[src/sv/cbrf_pkg.sv]
// Shared types and constants for the cubic bisection root finder.
package cbrf_pkg;

	localparam int FRAC_BITS = 16;
	localparam int INT_BITS  = 12;
	localparam int FIELD_W   = INT_BITS + FRAC_BITS;
	localparam int TOL_W     = 28;
	localparam int ITER_W    = 5;
	localparam int MAX_ITER  = 31;
	localparam int MUL_AW    = FIELD_W + 1;
	localparam int PROD_W    = 2 * FIELD_W + 1;
	localparam int ACC_W     = 3 * FIELD_W + 3;
	localparam int CMP_W     = FIELD_W + 2;

	localparam logic [TOL_W-1:0] TOL_RESET = TOL_W'(66);

	// 2 * 2^(2*FRAC_BITS): linear term coefficient at the square's scale
	localparam logic [PROD_W-1:0] LIN_C = {{(PROD_W-1){1'b0}}, 1'b1} << (2 * FRAC_BITS + 1);
	// 4 * 2^(3*FRAC_BITS): constant term at the cube's scale
	localparam logic [ACC_W-1:0] ACC_K = {{(ACC_W-1){1'b0}}, 1'b1} << (3 * FRAC_BITS + 2);

	typedef logic signed [FIELD_W-1:0] fix_t;

	typedef enum logic [2:0] {
		ST_CONVERGED = 3'd0,
		ST_EXACT_MID = 3'd1,
		ST_EXACT_A   = 3'd2,
		ST_EXACT_B   = 3'd3,
		ST_NO_CHANGE = 3'd4
	} status_t;

	typedef struct packed {
		fix_t lower_bound;
		fix_t upper_bound;
	} in_item_t;

	typedef struct packed {
		status_t             status;
		fix_t                root;
		fix_t                final_low;
		fix_t                final_high;
		logic [ITER_W-1:0]   iteration_count;
	} out_item_t;

	typedef struct packed {
		logic neg;
		logic zero;
	} fsign_t;

	typedef struct packed {
		logic   done;
		fsign_t sign;
	} eval_rsp_t;

	typedef enum logic [2:0] {
		EV_IDLE,
		EV_SQ,
		EV_SUB,
		EV_HI,
		EV_LO,
		EV_SUM,
		EV_DONE
	} ev_state_t;

	typedef enum logic [2:0] {
		C_IDLE,
		C_EVAL_A,
		C_EVAL_B,
		C_CHECK,
		C_LOOP,
		C_EVAL_M,
		C_FINISH
	} ctl_state_t;

endpackage

[src/sv/cubic_bisection_root_finder_core.sv]
// Top level: bisection root finder for x^3 - 2x + 4 over a Q12.16 interval.
// Each evaluation of the cubic runs on the shared multiplier unit.
// Up to 31 halving steps are done per item; a run ends early when a midpoint is an exact
// root, and none are done at an exact endpoint or without a sign change. One item at a
// time: the next input item can be taken in the cycle after the result enters the output register.
// Reset clears the control state, drops out_valid and sets tolerance to 66.
module cubic_bisection_root_finder_core (
	input  logic                       clk,
	input  logic                       arst_n,
	input  logic                       in_valid,
	output logic                       in_ready,
	input  cbrf_pkg::in_item_t         in_data,
	output logic                       out_valid,
	input  logic                       out_ready,
	output cbrf_pkg::out_item_t        out_data,
	input  logic                       cfg_valid,
	output logic                       cfg_ready,
	input  logic [cbrf_pkg::TOL_W-1:0] cfg_data
);
	import cbrf_pkg::*;

	ctl_state_t state_q, state_d;

	logic [TOL_W-1:0]  tol_q;
	fix_t              a_q, b_q, mid_q, root_q;
	fsign_t            sa_q, sb_q;
	logic [ITER_W-1:0] iter_q;
	status_t           status_q;
	logic              out_valid_q;
	out_item_t         out_q;

	logic              ev_start;
	fix_t              ev_x;
	eval_rsp_t         ev_rsp;

	logic signed [FIELD_W:0]  sum_ab, diff_ab;
	fix_t                     mid;
	logic                     go_on;
	logic                     out_free;
	logic                     in_fire;

	cbrf_cubic_eval u_eval (
		.clk    (clk),
		.arst_n (arst_n),
		.start  (ev_start),
		.x      (ev_x),
		.rsp    (ev_rsp)
	);

	assign sum_ab  = {a_q[FIELD_W-1], a_q} + {b_q[FIELD_W-1], b_q};
	assign mid     = sum_ab[FIELD_W:1];
	assign diff_ab = {b_q[FIELD_W-1], b_q} - {a_q[FIELD_W-1], a_q};
	assign go_on   = ($signed({diff_ab[FIELD_W], diff_ab})
			> $signed({{(CMP_W-TOL_W){1'b0}}, tol_q}))
			&& (iter_q != ITER_W'(MAX_ITER));
	assign out_free = !out_valid_q || out_ready;
	assign in_fire  = in_valid && in_ready;

	assign cfg_ready = 1'b1;
	assign out_valid = out_valid_q;
	assign out_data  = out_q;

	always_comb begin
		state_d = state_q;
		case (state_q)
			C_IDLE:   if (in_valid) state_d = C_EVAL_A;
			C_EVAL_A: if (ev_rsp.done) state_d = C_EVAL_B;
			C_EVAL_B: if (ev_rsp.done) state_d = C_CHECK;
			C_CHECK: begin
				if (sa_q.zero || sb_q.zero || (sa_q.neg == sb_q.neg)) state_d = C_FINISH;
				else state_d = C_LOOP;
			end
			C_LOOP:   state_d = go_on ? C_EVAL_M : C_FINISH;
			C_EVAL_M: begin
				if (ev_rsp.done) state_d = ev_rsp.sign.zero ? C_FINISH : C_LOOP;
			end
			C_FINISH: if (out_free) state_d = C_IDLE;
			default:  state_d = C_IDLE;
		endcase
	end

	always_comb begin
		in_ready = (state_q == C_IDLE);
		ev_start = 1'b0;
		ev_x     = a_q;
		case (state_q)
			C_EVAL_A: begin
				ev_start = 1'b1;
				ev_x     = a_q;
			end
			C_EVAL_B: begin
				ev_start = 1'b1;
				ev_x     = b_q;
			end
			C_EVAL_M: begin
				ev_start = 1'b1;
				ev_x     = mid_q;
			end
			default: ;
		endcase
	end

	always_ff @(posedge clk or negedge arst_n) begin
		if (!arst_n) begin
			state_q     <= C_IDLE;
			tol_q       <= TOL_RESET;
			out_valid_q <= 1'b0;
		end else begin
			state_q <= state_d;
			if (cfg_valid && cfg_ready) tol_q <= cfg_data;
			if (state_q == C_FINISH && out_free) out_valid_q <= 1'b1;
			else if (out_ready) out_valid_q <= 1'b0;
		end
	end

	always_ff @(posedge clk) begin
		case (state_q)
			C_IDLE: begin
				if (in_fire) begin
					a_q    <= in_data.lower_bound;
					b_q    <= in_data.upper_bound;
					iter_q <= '0;
				end
			end
			C_EVAL_A: if (ev_rsp.done) sa_q <= ev_rsp.sign;
			C_EVAL_B: if (ev_rsp.done) sb_q <= ev_rsp.sign;
			C_CHECK: begin
				if (sa_q.zero) begin
					status_q <= ST_EXACT_A;
					root_q   <= a_q;
				end else if (sb_q.zero) begin
					status_q <= ST_EXACT_B;
					root_q   <= b_q;
				end else if (sa_q.neg == sb_q.neg) begin
					status_q <= ST_NO_CHANGE;
					root_q   <= '0;
				end else begin
					status_q <= ST_CONVERGED;
				end
			end
			C_LOOP: begin
				if (go_on) begin
					iter_q <= iter_q + ITER_W'(1);
					mid_q  <= mid;
				end else begin
					root_q <= mid;
				end
			end
			C_EVAL_M: begin
				if (ev_rsp.done) begin
					if (ev_rsp.sign.zero) begin
						status_q <= ST_EXACT_MID;
						root_q   <= mid_q;
					end else if (ev_rsp.sign.neg != sa_q.neg) begin
						b_q <= mid_q;
					end else begin
						a_q  <= mid_q;
						sa_q <= ev_rsp.sign;
					end
				end
			end
			C_FINISH: begin
				if (out_free) begin
					out_q.status          <= status_q;
					out_q.root            <= root_q;
					out_q.final_low       <= a_q;
					out_q.final_high      <= b_q;
					out_q.iteration_count <= iter_q;
				end
			end
			default: ;
		endcase
	end

	a_endpoint_no_iter: assert property (@(posedge clk) disable iff (!arst_n)
		(out_valid && (out_data.status == ST_EXACT_A || out_data.status == ST_EXACT_B
			|| out_data.status == ST_NO_CHANGE)) |-> (out_data.iteration_count == '0))
		else $error("endpoint or no-sign-change item reports halving steps");

	a_no_change_root: assert property (@(posedge clk) disable iff (!arst_n)
		(out_valid && out_data.status == ST_NO_CHANGE) |-> (out_data.root == '0))
		else $error("no-sign-change item with nonzero root");

	a_bounds_order: assert property (@(posedge clk) disable iff (!arst_n)
		(out_valid && out_data.iteration_count != '0)
			|-> (out_data.final_low < out_data.final_high))
		else $error("bisected interval lost its ordering");

	a_eval_advance: assert property (@(posedge clk) disable iff (!arst_n)
		(state_q == C_EVAL_M && ev_rsp.done) |=> (state_q != C_EVAL_M))
		else $error("midpoint evaluation result not consumed");

endmodule

[src/sv/cbrf_cubic_eval.sv]
// Sign of f(x) = x^3 - 2x + 4 on one shared multiplier; done is raised after the SQ, SUB, HI, LO and SUM steps.
module cbrf_cubic_eval (
	input  logic                clk,
	input  logic                arst_n,
	input  logic                start,
	input  cbrf_pkg::fix_t      x,
	output cbrf_pkg::eval_rsp_t rsp
);
	import cbrf_pkg::*;

	ev_state_t ev_q, ev_d;
	fix_t                    x_q;
	logic signed [PROD_W-1:0] prod_q;
	logic signed [PROD_W-1:0] t_q;
	logic signed [ACC_W-1:0]  acc_q;

	logic signed [MUL_AW-1:0] mul_a;
	logic signed [PROD_W-1:0] mul_p;
	logic signed [ACC_W-1:0]  prod_ext;

	// F = hi(x^2 - c) * x * 2^W + lo(x^2 - c) * x + k
	assign mul_p    = mul_a * x_q;
	assign prod_ext = {{(ACC_W-PROD_W){prod_q[PROD_W-1]}}, prod_q};

	always_comb begin
		ev_d = ev_q;
		case (ev_q)
			EV_IDLE: if (start) ev_d = EV_SQ;
			EV_SQ:   ev_d = EV_SUB;
			EV_SUB:  ev_d = EV_HI;
			EV_HI:   ev_d = EV_LO;
			EV_LO:   ev_d = EV_SUM;
			EV_SUM:  ev_d = EV_DONE;
			EV_DONE: ev_d = EV_IDLE;
			default: ev_d = EV_IDLE;
		endcase
	end

	always_comb begin
		mul_a = {x_q[FIELD_W-1], x_q};
		case (ev_q)
			EV_HI:   mul_a = t_q[2*FIELD_W:FIELD_W];
			EV_LO:   mul_a = {1'b0, t_q[FIELD_W-1:0]};
			default: mul_a = {x_q[FIELD_W-1], x_q};
		endcase
		rsp.done      = (ev_q == EV_DONE);
		rsp.sign.neg  = acc_q[ACC_W-1];
		rsp.sign.zero = (acc_q == '0);
	end

	always_ff @(posedge clk or negedge arst_n) begin
		if (!arst_n) begin
			ev_q <= EV_IDLE;
		end else begin
			ev_q <= ev_d;
		end
	end

	always_ff @(posedge clk) begin
		case (ev_q)
			EV_IDLE: if (start) x_q <= x;
			EV_SQ:   prod_q <= mul_p;
			EV_SUB:  t_q <= prod_q - $signed(LIN_C);
			EV_HI:   prod_q <= mul_p;
			EV_LO: begin
				acc_q  <= (prod_ext <<< FIELD_W) + $signed(ACC_K);
				prod_q <= mul_p;
			end
			EV_SUM:  acc_q <= acc_q + prod_ext;
			default: ;
		endcase
	end

	a_eval_len: assert property (@(posedge clk) disable iff (!arst_n)
		(ev_q == EV_IDLE && start) |-> ##6 rsp.done)
		else $error("cubic evaluation did not finish in six cycles");

	a_done_pulse: assert property (@(posedge clk) disable iff (!arst_n)
		rsp.done |=> !rsp.done)
		else $error("evaluation done held longer than one cycle");

	a_no_restart: assert property (@(posedge clk) disable iff (!arst_n)
		(ev_q == EV_SQ) |-> $past(start))
		else $error("evaluation started without a request");

endmodule
[config.mk]
export PLATFORM = sky130hd
export DESIGN_NAME = cubic_bisection_root_finder_core
export DESIGN_NICKNAME = d
export VERILOG_FILES = /design/src/sv/cbrf_pkg.sv /design/src/sv/cubic_bisection_root_finder_core.sv /design/src/sv/cbrf_cubic_eval.sv
export SDC_FILE = /design/constraint.sdc
export NUM_CORES = 2
export LEC_CHECK = 0
export ABC_AREA = 1
export CORE_MARGIN = 4
export CORE_UTILIZATION = 56
export CTS_CLUSTER_DIAMETER = 150
export DETAILED_ROUTE_END_ITERATION = 10
export DONT_BUFFER_PORTS = 1
export PLACE_DENSITY = 0.71
export SETUP_SLACK_MARGIN = 0.1
export SYNTH_ARGS = -nofsm -noshare
export SYNTH_HDL_FRONTEND = slang
export SYNTH_SLANG_ARGS = --single-unit
[constraint.sdc]
create_clock -name clk -period 18.9 [get_ports clk]
set_input_delay 5.67 -clock clk [delete_from_list [all_inputs] [get_ports clk]]
set_output_delay 5.67 -clock clk [all_outputs]
set_load 0.005 [all_outputs]
Word-level counts from Yosys, hierarchy flattened
Cells that the tools add are included.
{"block": "totals", "out_inout_bits": 95, "register_bits": 480}
{"block": "op_classes", "mul": 1, "order_cmp": 1, "eq_ne": 29, "n_reduce_logical": 30, "addsub": 6, "n_mux": 48}
{"operator": "28-bit two-way mux", "n": 14}
{"operator": "87-bit case mux with 2 select lines", "n": 1}
{"operator": "28-bit case mux with 2 select lines", "n": 3}
{"operator": "87-bit by 57-bit adder with 87-bit output", "n": 1}
{"operator": "87-bit zero test", "n": 1}
{"operator": "85-bit by 52-bit adder with 86-bit output (second input constant)", "n": 1}
{"operator": "28-bit case mux with 3 select lines", "n": 1}
{"operator": "29-bit case mux with 2 select lines", "n": 1}
{"operator": "29-bit by 28-bit multiplier with 57-bit output", "n": 1}
{"operator": "57-bit by 35-bit subtractor with 57-bit output (second input constant)", "n": 1}
{"operator": "3-bit two-way mux", "n": 11}
{"operator": "28-bit by 28-bit adder with 29-bit output", "n": 1}
{"operator": "29-bit greater-than comparator", "n": 1}
{"operator": "28-bit by 28-bit subtractor with 29-bit output", "n": 1}
{"operator": "5-bit AND reduction", "n": 5}
{"operator": "2-bit != test (second input constant)", "n": 12}
{"operator": "3-bit case mux with 7 select lines", "n": 1}
{"operator": "3-bit equality test (second input constant)", "n": 6}
{"operator": "3-bit case mux with 6 select lines", "n": 1}
{"operator": "2-bit two-way mux", "n": 7}
{"operator": "3-bit by 2-bit equality test with 1-bit output (second input constant)", "n": 4}
{"operator": "2-bit nonzero test", "n": 6}
{"operator": "5-bit two-way mux", "n": 2}
{"operator": "5-bit case mux with 2 select lines", "n": 1}
{"operator": "other kinds (18)", "n": 31}

Logic depth before layout (Yosys ltp)
{"block": "depth", "word_depth": 5, "mapped_depth": 41, "depth_no_buf": 38}

By module
From an unflattened synthesis, not the netlist that was laid out.
{"block": "unflattened", "hier_cells": 7837, "hier_area_um2": 62165.9}
{"mod": "cbrf_cubic_eval", "area_each_um2": 48431.4, "instances": 1, "seq_area_each_um2": 6951.7, "cells_each": 6406}
{"mod": "cubic_bisection_root_finder_core", "area_each_um2": 13734.4, "instances": 1, "seq_area_each_um2": 7289.5, "cells_each": 1431}

Worst setup path before layout
Ideal clock, no wire load.
{"block": "synth_timing", "path_type": "input to register", "from": "in out_ready", "to": "reg out_q, in the netlist out_data[0] (enable)", "n_path_buf": 0, "t_arrival_ns": 9.536, "setup_ns": 0.543, "setup_slack_ns": 8.821, "path_stages": 2, "required_ns": 18.357, "cell_sequence": "nor2_1 -> nor2_1"}
{"block": "synth_via", "elab_chain_cells": 2}
{"item": "start: declaration", "line_no": "cubic_bisection_root_finder_core.sv:14", "source": "input logic out_ready,"}
{"item": "1-bit logical OR", "line_no": "cubic_bisection_root_finder_core.sv:56", "source": "assign out_free = !out_valid_q || out_ready;"}
{"item": "2-bit AND reduction (no source line)"}
{"item": "end: declaration", "line_no": "cubic_bisection_root_finder_core.sv:30", "source": "out_item_t out_q;"}
No other way between the ends.
A chain may end at the register's enable or synchronous reset.

Worst setup path after layout
{"block": "layout_timing", "from": "reg u_eval.ev_q[2]", "to": "reg u_eval.prod_q[54] (data pin)"}
{"block": "layout_via", "elab_chain_cells": 3, "elab_cells_between_ends": 4, "cone_classes": "mul: 1; eq/ne: 2; mux: 1"}
{"item": "start: declaration", "line_no": "cbrf_cubic_eval.sv:11", "source": "ev_state_t ev_q, ev_d;"}
{"item": "start signal: assignment", "line_no": "cbrf_cubic_eval.sv:55", "source": "ev_q <= ev_d;"}
{"item": "3-bit equality test or 3-bit by 2-bit equality test with 1-bit output (tied branches)", "line_no": "cbrf_cubic_eval.sv:41", "source": "case (ev_q)"}
{"item": "29-bit case mux with 2 select lines (*)", "line_no": "cbrf_cubic_eval.sv:41"}
{"item": "29-bit by 28-bit multiplier with 57-bit output (*)", "line_no": "cbrf_cubic_eval.sv:22", "source": "assign mul_p = mul_a * x_q;"}
{"item": "net u_eval.mul_p[54]", "line_no": "cbrf_cubic_eval.sv:18", "source": "logic signed [PROD_W-1:0] mul_p;"}
{"item": "end signal: assignment", "line_no": "cbrf_cubic_eval.sv:62", "source": "EV_SQ: prod_q <= mul_p;"}
{"item": "end signal: assignment", "line_no": "cbrf_cubic_eval.sv:64", "source": "EV_HI: prod_q <= mul_p;"}
{"item": "end signal: assignment", "line_no": "cbrf_cubic_eval.sv:67", "source": "prod_q <= mul_p;"}
{"item": "end: declaration", "line_no": "cbrf_cubic_eval.sv:13", "source": "logic signed [PROD_W-1:0] prod_q;"}
Mark *: on every way through the listed nets, which the timed path passes. The rest lies on a longest branch.

==> metrics.yaml <==
htree_num_levels: 2
syn_nets: 8187
fin_setup_tns_ns: 0
antenna_found_initial: 7
dr.pass1.iters: 6
pin_count: 184
timing.hold.ws_ns: 0.418
vias: 49099
dp_hpwl_mm: 174
wirelength_mm: 213
postRouteAntennaNets: 0
skew_ns: 0.0641
fin_nets: 8114
io_buffer_count: 0
gp_congestion: 1.04
cts.sinks: 480
grt_overflow_total: 0
die_h_um: 332
postPlaceCellArea_um2: 60400
fillers: 9251
die-area_um2: 111000
drive_gt1_share_pct: 4.53
areaGrowthSynthToFinish_pct: 6.01
syn-cell-area_um2: 59000
crit_family: "adder cells"
finalHoldViolations: 0
wl_per_cell_um: 25.9
synth_edf_count: 445
cts-root-buf: "clkbuf_16"
grt_pass1_vias: 50169
design_area_um2: 62500
max-cap-violations: 0
clock_path_buffers: 3
worst-slew-pin-transition_ns: 1.35
critical_path_class: "flip-flop to flip-flop"
multi_input_comb_area_um2: 38800
core_area_um2: 104000
cts_tree: "yes"
seq_area_frac_synth_pct: 24.2
drcViolationCount: 0
ff_latch_area_um2: 14200
synth_seq_cells: 480
holdBufCountCts: 0
fin_util_pct: 60.1
ctsResizeCount: 0
relSlewSlack_pct: 8.99
grt_max_degree: 65
final_cell_mix: "inv_1 (1323), nand2_1 (1308), nor2_1 (866), fa_1 (852), edfxtp_1 (445)"
critPathMaxStageDelay_ns: 1.14
startpoint_type: "flip-flop"
cts_setup_buffers: 0
start_util_pct: 56.6
crit_slowest_cell: "fa_1"
synth_cell_types: 71
synth_area_per_cell_um2: 8.57
drt_iter0_markers: 5616
crit_required_ns: 19.28
slew_violations: 0
cp_common_cell: "fa_1"
clkTransAtPathRegs_ns: 0.06
setup_violations: 0
final_common_cell: "inv_1"
holdCritPathClass: "flip-flop to flip-flop"
track_usage_pct: 38.5
min_period_over_period_pct: 58.8
fp.dieW_um: 332
cp.arrival_ns: 11.50
synthCells: 6884
cts_buffers: 57
avgViaCountPerCell: 5.96
row_count: 118
path_buf_inv: 8
grt_pass1_wl_mm: 317
yosysWarnings: 0
fmaxAchievable_mhz: 90.0
rsz0062_at_grt: "no"
path_max_fanout: 31
ys.flop_type: "edfxtp_1"
clock_latency_ns: 0.70
end_kind: "flip-flop"
antenna_cells: 0
status: "finished clean"
fin_crit_ns: 11.11
synthArstFlopShare_pct: 7.29
-- kinds of logic (layout without fill, tap and decap cells) --
| family | count (synthesis) | in the layout | synth area share (%) |
|---|---|---|---|
| compound gates | 844 | 844 | 8.34 |
| xor+xnor | 172 | 172 | 2.57 |
| fa+ha+maj | 1214 | 1214 | 36.6 |
| buf+inv | 1580 | 1555 | 10.3 |
| flops | 480 | 480 | 24.2 |
| mux | 1 | 1 | 0.0191 |
| other cells | 1 | 1 | 0.00636 |
| simple gates | 2592 | 2592 | 18.0 |
-- per-stage QoR --
step	worst slack, ns	std cells
6_report	7.79	8239
3_3_place_gp	8.21	8132
5_1_grt	7.22	8239
3_5_place_dp	7.99	8132
4_1_cts	7.91	8239
2_1_floorplan	8.82	6884
-- cell type report --
cell class | count | area share (%)
Inverter | 1375 | 8.26
Multi-Input combinational cell | 4824 | 62.0
Sequential cell | 480 | 22.8
Clock inverter | 40 | 0.893
Tap cell | 1380 | 2.76
Clock buffer | 67 | 2.42
Timing Repair Buffer | 73 | 0.877
-- metal layers --
metal  track usage [%]  vias to the layer above  wire (µm)
met2              58.5                     2952      93200
met4              20.6                        2      14300
li1                  -                    21359          -
met3              11.1                      701      24900
met1              50.3                    24085      81000
met5                 0                        -         13
-- synthesized netlist by cell type (40+ instances only) --
cell type / instances / area (µm²)
nor2_1: 872 / 3270
buf_2: 78 / 390
nor3_1: 43 / 215
nand4_1: 46 / 288
fa_1: 852 / 17100
xor2_1: 137 / 1200
inv_2: 40 / 150
nand2_1: 1309 / 4910
nand3_1: 195 / 976
o21ai_1: 55 / 275
a21oi_1: 315 / 1580
o21ai_0: 218 / 1090
ha_1: 362 / 4530
inv_1: 1325 / 4970
edfxtp_1: 445 / 13400
clkbuf_1: 116 / 435
nor4_1: 41 / 257
-- worst register-to-register path, delay by kind of cell (launching register included) --
kind,cells,cell delay [ns]
flops,1,0.45
buf+inv,8,1.89
fa+ha+maj,9,5.22
compound gates,2,0.46
simple gates,9,2.65
xor+xnor,1,0.16
-- sequential cells by signal (all words and copies together), names as in the netlist --
register	cells
out_data	92
u_eval.acc_q	87
u_eval.prod_q	57
u_eval.t_q	57
a_q	28
b_q	28
mid_q	28
root_q	28
tol_q	28
u_eval.x_q	28
iter_q	5
state_q	3
status_q	3
u_eval.ev_q	3
sa_q	2
sb_q	2
out_valid	1
-- final timing paths --
| check | startpoint | depth (start not counted) | slack, ns | end |
|---|---|---|---|---|
| max | u_eval.ev_q[2] | 29 | 7.79 | u_eval.prod_q[54] |
| min | root_q[18] | 0 | 0.42 | out_data[79] |
| max reg2reg | u_eval.ev_q[2] | 29 | 7.79 | u_eval.prod_q[54] |
| min reg2reg | root_q[18] | 0 | 0.42 | out_data[79] |
| max in group asynchronous | arst_n | 0 | 14.03 | tol_q[1] |
| min in group asynchronous | arst_n | 0 | 4.67 | u_eval.ev_q[2] |
Power is left out: the tool's default activity adds up to more than one toggle a clock period on the data nets, which glitch-free logic cannot reach.
